===== config.mk =====
export PLATFORM = sky130hd
export DESIGN_NAME = escalating_double_beep_alert_top
export DESIGN_NICKNAME = d
export VERILOG_FILES = /design/src/hw/rtl/edba_pkg.sv /design/src/hw/rtl/edba_cfg.sv /design/src/hw/rtl/edba_step.sv /design/src/hw/rtl/escalating_double_beep_alert_top.sv
export SDC_FILE = /design/constraint.sdc
export NUM_CORES = 1
export LEC_CHECK = 0
export ABC_CLOCK_PERIOD_IN_PS = 14600
export BUFFER_PORTS_ARGS = -buffer_cell sky130_fd_sc_hd__buf_2
export CORE_AREA = 10 10 224 226
export CTS_BUF_LIST = sky130_fd_sc_hd__clkbuf_16
export CTS_CLUSTER_DIAMETER = 60
export DETAILED_ROUTE_END_ITERATION = 8
export DIE_AREA = 0 0 234 236
export GPL_TIMING_DRIVEN = 0
export PLACE_DENSITY = 0.57
export SLEW_MARGIN = 20
export SYNTH_ARGS = -nofsm -noshare
export SYNTH_HDL_FRONTEND = slang
export SYNTH_SLANG_ARGS = --single-unit

===== constraint.sdc =====
create_clock -name clk -period 14.6 [get_ports clk]
set_clock_uncertainty 0.2 [all_clocks]
set_input_delay 4.38 -clock clk [delete_from_list [all_inputs] [get_ports clk]]
set_output_delay 4.38 -clock clk [all_outputs]
set_load 0.05 [all_outputs]

===== src/hw/rtl/edba_pkg.sv =====
// shared types, register indexes and reset values of the double-beep alert
// no dependencies
package edba_pkg;

	localparam int unsigned CFG_IDX_W = 3;
	typedef logic [CFG_IDX_W-1:0] cfg_idx_t;

	localparam cfg_idx_t REG_BEEP_LEN   = 3'd0;
	localparam cfg_idx_t REG_GAP_LEN    = 3'd1;
	localparam cfg_idx_t REG_FIRST_THR  = 3'd2;
	localparam cfg_idx_t REG_SECOND_THR = 3'd3;
	localparam cfg_idx_t REG_SLOW_INT   = 3'd4;
	localparam cfg_idx_t REG_MEDIUM_INT = 3'd5;
	localparam cfg_idx_t REG_FAST_INT   = 3'd6;

	localparam logic [15:0] BEEP_LEN_RST   = 16'd100;
	localparam logic [15:0] GAP_LEN_RST    = 16'd100;
	localparam logic [31:0] FIRST_THR_RST  = 32'd30000;
	localparam logic [31:0] SECOND_THR_RST = 32'd60000;
	localparam logic [15:0] SLOW_INT_RST   = 16'd10000;
	localparam logic [15:0] MEDIUM_INT_RST = 16'd5000;
	localparam logic [15:0] FAST_INT_RST   = 16'd2000;

	typedef enum logic [3:0] {
		PH_IDLE  = 4'b0001,
		PH_BEEP1 = 4'b0010,
		PH_GAP   = 4'b0100,
		PH_BEEP2 = 4'b1000
	} phase_t;

	typedef logic [1:0] phase_code_t;
	localparam phase_code_t PHASE_CODE_IDLE  = 2'd0;
	localparam phase_code_t PHASE_CODE_BEEP1 = 2'd1;
	localparam phase_code_t PHASE_CODE_GAP   = 2'd2;
	localparam phase_code_t PHASE_CODE_BEEP2 = 2'd3;

	typedef struct packed {
		logic [15:0] beep_len;
		logic [15:0] gap_len;
		logic [31:0] first_thr;
		logic [31:0] second_thr;
		logic [15:0] slow_int;
		logic [15:0] medium_int;
		logic [15:0] fast_int;
	} cfg_t;

	typedef struct packed {
		phase_t      phase;
		logic [31:0] phase_start;
		logic [31:0] last_alert;
		logic        first_done;
		logic        buzzer;
	} seq_state_t;

	function automatic phase_code_t phase_code(phase_t p);
		case (p)
			PH_IDLE:  return PHASE_CODE_IDLE;
			PH_BEEP1: return PHASE_CODE_BEEP1;
			PH_GAP:   return PHASE_CODE_GAP;
			default:  return PHASE_CODE_BEEP2;
		endcase
	endfunction

endpackage


===== src/hw/rtl/edba_cfg.sv =====
// configuration register file of the double-beep alert
// depends on edba_pkg
module edba_cfg (
	input  logic               clk,
	input  logic               arst_n,
	input  logic               wr_en,
	input  edba_pkg::cfg_idx_t wr_index,
	input  logic [31:0]        wr_data,
	output edba_pkg::cfg_t     cfg
);
	import edba_pkg::*;

	cfg_t cfg_q;

	always_ff @(posedge clk or negedge arst_n) begin
		if (!arst_n) begin
			cfg_q.beep_len   <= BEEP_LEN_RST;
			cfg_q.gap_len    <= GAP_LEN_RST;
			cfg_q.first_thr  <= FIRST_THR_RST;
			cfg_q.second_thr <= SECOND_THR_RST;
			cfg_q.slow_int   <= SLOW_INT_RST;
			cfg_q.medium_int <= MEDIUM_INT_RST;
			cfg_q.fast_int   <= FAST_INT_RST;
		end else if (wr_en) begin
			case (wr_index)
				REG_BEEP_LEN:   cfg_q.beep_len   <= wr_data[15:0];
				REG_GAP_LEN:    cfg_q.gap_len    <= wr_data[15:0];
				REG_FIRST_THR:  cfg_q.first_thr  <= wr_data;
				REG_SECOND_THR: cfg_q.second_thr <= wr_data;
				REG_SLOW_INT:   cfg_q.slow_int   <= wr_data[15:0];
				REG_MEDIUM_INT: cfg_q.medium_int <= wr_data[15:0];
				REG_FAST_INT:   cfg_q.fast_int   <= wr_data[15:0];
				default: ;
			endcase
		end
	end

	assign cfg = cfg_q;

endmodule


===== src/hw/rtl/edba_step.sv =====
// next-state logic of the double-beep sequencer for one evaluation
// depends on edba_pkg
module edba_step (
	input  edba_pkg::cfg_t       cfg,
	input  edba_pkg::seq_state_t cur,
	input  logic                 alarm_active,
	input  logic [31:0]          now_ms,
	input  logic [31:0]          alarm_age_ms,
	output edba_pkg::seq_state_t nxt
);
	import edba_pkg::*;

	logic [31:0] elapsed;
	logic [31:0] since_alert;
	logic [15:0] interval;

	assign elapsed     = now_ms - cur.phase_start;
	assign since_alert = now_ms - cur.last_alert;

	// first threshold tested first, whatever the order of the two
	always_comb begin
		if (alarm_age_ms < cfg.first_thr) begin
			interval = cfg.slow_int;
		end else if (alarm_age_ms < cfg.second_thr) begin
			interval = cfg.medium_int;
		end else begin
			interval = cfg.fast_int;
		end
	end

	always_comb begin
		nxt = cur;
		if (!alarm_active) begin
			nxt.buzzer     = 1'b0;
			nxt.phase      = PH_IDLE;
			nxt.last_alert = '0;
			nxt.first_done = 1'b0;
		end else begin
			case (cur.phase)
				PH_IDLE: begin
					if (!cur.first_done || since_alert >= {16'd0, interval}) begin
						nxt.phase       = PH_BEEP1;
						nxt.phase_start = now_ms;
					end
				end
				PH_BEEP1: begin
					nxt.buzzer = 1'b1;
					if (elapsed >= {16'd0, cfg.beep_len}) begin
						nxt.buzzer      = 1'b0;
						nxt.phase       = PH_GAP;
						nxt.phase_start = now_ms;
					end
				end
				PH_GAP: begin
					if (elapsed >= {16'd0, cfg.gap_len}) begin
						nxt.phase       = PH_BEEP2;
						nxt.phase_start = now_ms;
					end
				end
				default: begin
					nxt.buzzer = 1'b1;
					if (elapsed >= {16'd0, cfg.beep_len}) begin
						nxt.buzzer     = 1'b0;
						nxt.phase      = PH_IDLE;
						nxt.last_alert = now_ms;
						nxt.first_done = 1'b1;
					end
				end
			endcase
		end
	end

endmodule


===== src/hw/rtl/escalating_double_beep_alert_top.sv =====
// escalating double-beep alert sequencer, top level; uses edba_pkg, edba_cfg, edba_step
// an input transaction is held in the input register, then its result in the result register
// throughput: one item per cycle while the result channel is not stalled; the sequencer state updates once per item
// reset (arst_n low, asynchronous): idle, buzzer off, times zero, registers to defaults
// in_stall rises only while a result is held and another item is already registered
module escalating_double_beep_alert_top (
	input  logic                 clk,
	input  logic                 arst_n,
	// input channel
	input  logic                 in_valid,
	output logic                 in_stall,
	input  logic                 alarm_active,
	input  logic [31:0]          now_ms,
	input  logic [31:0]          alarm_age_ms,
	// result channel
	output logic                 out_valid,
	input  logic                 out_stall,
	output logic                 buzzer_on,
	output logic [1:0]           phase,
	// configuration write channel
	input  logic                 cfg_valid,
	output logic                 cfg_ready,
	input  edba_pkg::cfg_idx_t   cfg_index,
	input  logic [31:0]          cfg_data
);
	import edba_pkg::*;

	// input register stage
	logic        valid_s1;
	logic        alarm_active_s1;
	logic [31:0] now_ms_s1;
	logic [31:0] alarm_age_ms_s1;

	// sequencer state and result register
	seq_state_t  seq_q;
	seq_state_t  seq_nxt;
	logic        out_valid_q;
	logic        out_buzzer_q;
	phase_code_t out_phase_q;

	cfg_t        cfg;
	logic        in_accept;
	logic        advance;

	// registers can always be written; the user must write them only while idle, the block does not enforce it
	assign cfg_ready = 1'b1;

	edba_cfg u_cfg (
		.clk      (clk),
		.arst_n   (arst_n),
		.wr_en    (cfg_valid && cfg_ready),
		.wr_index (cfg_index),
		.wr_data  (cfg_data),
		.cfg      (cfg)
	);

	// the registered item moves on when the result register is free or drains now
	assign advance   = valid_s1 && (!out_valid_q || !out_stall);
	assign in_stall  = valid_s1 && !advance;
	assign in_accept = in_valid && !in_stall;

	always_ff @(posedge clk or negedge arst_n) begin
		if (!arst_n) begin
			valid_s1 <= 1'b0;
		end else if (in_accept) begin
			valid_s1 <= 1'b1;
		end else if (advance) begin
			valid_s1 <= 1'b0;
		end
	end

	// input payload, no reset needed
	always_ff @(posedge clk) begin
		if (in_accept) begin
			alarm_active_s1 <= alarm_active;
			now_ms_s1       <= now_ms;
			alarm_age_ms_s1 <= alarm_age_ms;
		end
	end

	edba_step u_step (
		.cfg          (cfg),
		.cur          (seq_q),
		.alarm_active (alarm_active_s1),
		.now_ms       (now_ms_s1),
		.alarm_age_ms (alarm_age_ms_s1),
		.nxt          (seq_nxt)
	);

	// state commits once per item, in the cycle the item leaves the input register
	always_ff @(posedge clk or negedge arst_n) begin
		if (!arst_n) begin
			seq_q.phase       <= PH_IDLE;
			seq_q.phase_start <= '0;
			seq_q.last_alert  <= '0;
			seq_q.first_done  <= 1'b0;
			seq_q.buzzer      <= 1'b0;
		end else if (advance) begin
			seq_q <= seq_nxt;
		end
	end

	always_ff @(posedge clk or negedge arst_n) begin
		if (!arst_n) begin
			out_valid_q <= 1'b0;
		end else if (advance) begin
			out_valid_q <= 1'b1;
		end else if (!out_stall) begin
			out_valid_q <= 1'b0;
		end
	end

	// result payload holds while stalled since advance is low then
	always_ff @(posedge clk) begin
		if (advance) begin
			out_buzzer_q <= seq_nxt.buzzer;
			out_phase_q  <= phase_code(seq_nxt.phase);
		end
	end

	assign out_valid = out_valid_q;
	assign buzzer_on = out_buzzer_q;
	assign phase     = out_phase_q;

endmodule


==> metrics.md <==
| Metric | Value |
|---|---|
| Run status | completed |
| Maximum fanout along the worst path | 3 |
| Aggregate negative setup slack | 0 ns |
| Top Ports | 111 |
| Clock tree root driver cell | sky130_fd_sc_hd__clkbuf_16 |
| Clock-pin slew reported for the worst setup and hold paths after clock tree synthesis | ~0.060 ns |
| Placed Cells incl. Taps | between 2,000 and 2,500 |
| CP Data Required Time | 10.02 ns |
| Maximum number of pins on one net before global-route repair | 80 |
| Average cell area after synthesis | just over 10 sq um |
| Count of input and output buffers | between 100 and 150 |
| Slew @ Worst Pin | 0.949 ns |
| Yosys warning count | 0 |
| Capturing element type of the critical path | output port |
| Number of post-CTS setup repair buffers | 0 |
| Skew-Pair Late Insertion Delay | approximately 0.56 ns |
| Initial DRT Pass Iterations | 7 |
| Post-cts sizing count | 0 |
| Portion of the post-synthesis area used by sequential elements | 41.6% |
| Core outline area | 45,900 sq um |
| Number of enable-type register cells in the synthesized netlist | 68 |
| Count of unique library cells instantiated by Yosys | 95 |
| Flip-flop and latch count after synthesis | between 200 and 300 |
| Worst hold-check path type | reg2reg |
| Cell accounting for the most synthesized area | sky130_fd_sc_hd__dfrtp_1 |
| Start point of the critical path | out_stall |
| Maximum VDD drop | 0.107 mV |
| Final design area excluding fillers | ~21,000 sq um |
| Min Tclk post-route | ~9.5 ns |
| Worst max-slew margin expressed relative to the limit | 36.5% |
| GRT overflow | 0 |
| Area share of the largest cell type after synthesis | 24.9% |
| Number of instances in the synthesized netlist | 1,761 |
| TritonCTS clock tree | done |
| Static leakage | between 9 and 10 nW |
| Data arrival time of the critical path | 4.88 ns |
| RSZ-0062 raised after global routing | no |
| FMAX | approximately 0.11 GHz |
| Cell area after placement | 19,400 sq um |
| Antenna Nets Post-Route | 0 |
| Final Wtd Congestion | 0.874 |
| Die X-Extent | 234 um |
| Pre-CTS setup slack | about 5 ns |
| Count of final setup violators | 0 |
| Maximum root-to-sink buffer count | 3 |
| Synthesized net count | roughly 2,000 |
| Initial drt markers | 807 |
| Post-CTS Hold Buffers | 0 |
| Final WS setup | approximately 5.1 ns |
| Number of CTS-inserted buffers | 37 |
| Fraction of layout cells with a size suffix above 1 | between 20% and 30% |
| Final worst-path cycle share | 64.8% |
| Worst reg2reg path startpoint | alarm_age_ms_s1[1] |
| Standard-cell row count | 79 |
| First-pass GRT wire length | 77,300 um |
| Cell with the most instances after synthesis | sky130_fd_sc_hd__inv_1 |
| Start point of the worst min-delay path | seq_q[1] |
| Half-perimeter wire length of the detailed placement result | ~37,000 um |
| Effective utilization at floorplan | between 30% and 40% |
| Areal power density over the cells | 188 nW/um^2 |
| Asr flop ratio synth | 76.1% |
| Die height | 236 um |
| Primary flip-flop cell chosen by synthesis mapping | sky130_fd_sc_hd__dfrtp_1 |
| Mapped cell area | 18,000 sq um |
| Max-Cap Viols | 0 |
| Maximum level of the CTS H-tree | 2 |
| Non-filler cells in the finished layout | ~2,500 |
| Area grow syn2layout | 14.8% |
| Post-synth top cells | 185 x sky130_fd_sc_hd__inv_1, 179 x sky130_fd_sc_hd__dfrtp_1, 172 x sky130_fd_sc_hd__ha_1, 139 x sky130_fd_sc_hd__nand2_1, 119 x sky130_fd_sc_hd__o21ai_0 |
| Hold slack final | 0.291 ns |
| Hold Violations, Final | 0 |
| Routed length per instance | 18.8 um |
| Antenna violations before repair | 1 |
| Total Wirelength | 47,900 um |
| Crit start category | input port |
| Final Slew Violations | 0 |
| Setup Crit Path Kind | in2out |
| Num Clock Sinks | between 200 and 300 |
| Post-route DRC | 0 |
| Avg Vias per Cell | approximately 5.4 |
| Die area | 55,200 sq um |
| GRT Util Overall | 17.4% |
| Total number of vias | around 14,000 |
| Number of global-route vias before repair | 14,200 |
| Leading cell types by total area after synthesis | sky130_fd_sc_hd__dfrtp_1 25%, sky130_fd_sc_hd__ha_1 12%, sky130_fd_sc_hd__edfxtp_1 11% |
| Count of nets after finishing | ~2,200 |
[state kept, by name (all words and copies together), names as in the netlist]
register         flops
now_ms_s1           32
phase                2
valid_s1             1
u_cfg.cfg          144
alarm_active_s1      1
alarm_age_ms_s1     32
buzzer_on            1
out_valid            1
seq_q               70
[logic make-up after synthesis]
kind of cell               share of synthesized area, %
DFF                                                41.6
xor gates and xnor gates                           1.80
buffers and inverters                              5.51
muxes                                              10.1
other                                            0.0208
adders and majority gates                          12.2
AOI/OAI and AO/OA                                  17.3
and+or+nand+nor                                    11.6
[per-layer routing]
| metal | up-vias | part of all wire (%) | track usage, % |
|---|---|---|---|
| met5 | - | 0 | 0 |
| met4 | 0 | 2.5 | 5.40 |
| met3 | 73 | 3.2 | 2.20 |
| met2 | 218 | 47 | 28.1 |
| met1 | 6743 | 48 | 23.7 |
| li1 | 6720 | - | - |
[critical path: stages]
cell,delay [ns]
sky130_fd_sc_hd__buf_2,0.08
sky130_fd_sc_hd__nand3_1,0.10
sky130_fd_sc_hd__inv_1,0.06
sky130_fd_sc_hd__buf_2,0.25
[per-stage QoR]
stage          power [mW]  util (%)
6_report             3.89      45.1
3_3_place_gp         2.91      42.1
2_1_floorplan        2.47         -
5_1_grt              4.20      45.1
4_1_cts              3.91      45.0
3_5_place_dp         2.96      42.3
[where the power goes]
group | internal (mW) | switching [mW] | total, mW
Sequential | 1.01 | 0.0908 | 1.10
Clock | 0.565 | 0.361 | 0.926
Combinational | 0.788 | 1.07 | 1.86
Total | 2.36 | 1.52 | 3.89
[final timing paths]
path / endpoint / slack, ns / cells after the start
worst max register to register: phase[0] / 6.88 / 24
worst min-delay path: seq_q[1] / 0.29 / 1
worst max-delay path: in_stall / 5.14 / 4
max in group asynchronous: seq_q[66] / 9.78 / 2
min in group asynchronous: u_cfg.cfg[65] / 3.57 / 1
worst min register to register: seq_q[1] / 0.29 / 1
[placed cells by master, fill, tap and decap left out, types with 11 or more instances in the layout]
master                      Yosys  final
sky130_fd_sc_hd__nand4_1       35     35
sky130_fd_sc_hd__or3_1         11     11
sky130_fd_sc_hd__o21a_1        17     17
sky130_fd_sc_hd__a211oi_1      16     16
sky130_fd_sc_hd__mux2_4        30     30
sky130_fd_sc_hd__inv_1        185    192
sky130_fd_sc_hd__dfrtp_1      179    179
sky130_fd_sc_hd__a21o_1        53     53
sky130_fd_sc_hd__nand2b_1      22     22
sky130_fd_sc_hd__nor2_1        67     67
sky130_fd_sc_hd__xnor2_1       20     20
sky130_fd_sc_hd__o21ai_0      119    119
sky130_fd_sc_hd__nand2_1      139    139
sky130_fd_sc_hd__nor3_1        20     19
sky130_fd_sc_hd__nor4_1        12     11
sky130_fd_sc_hd__o21bai_1      12     12
sky130_fd_sc_hd__a22o_1        33     33
sky130_fd_sc_hd__dfstp_2       37     37
sky130_fd_sc_hd__mux2i_1       19     19
sky130_fd_sc_hd__ha_1         172    172
sky130_fd_sc_hd__buf_2         11    117
sky130_fd_sc_hd__mux2_2       104    104
sky130_fd_sc_hd__a21oi_1      100    100
sky130_fd_sc_hd__edfxtp_1      68     68
sky130_fd_sc_hd__xor2_1        17     17
sky130_fd_sc_hd__o211ai_1      19     19
sky130_fd_sc_hd__clkbuf_16      0     38
sky130_fd_sc_hd__nand3_1       17     17
sky130_fd_sc_hd__nor2b_1       13     13
sky130_fd_sc_hd__clkbuf_1      45     45
[cell type report]
cell class                      count  area, sq um
Fill cell                        4423        25200
Multi-Input combinational cell   1229         9560
Sequential cell                   284         7490
Clock buffer                       38          951
Tap cell                          607          759
Inverter                          186          698
Timing Repair Buffer              110          621
Clock inverter                     30          295
Buffer                             62          295
Antenna cell                        1         2.50
Power figures use the tool's default switching activity.
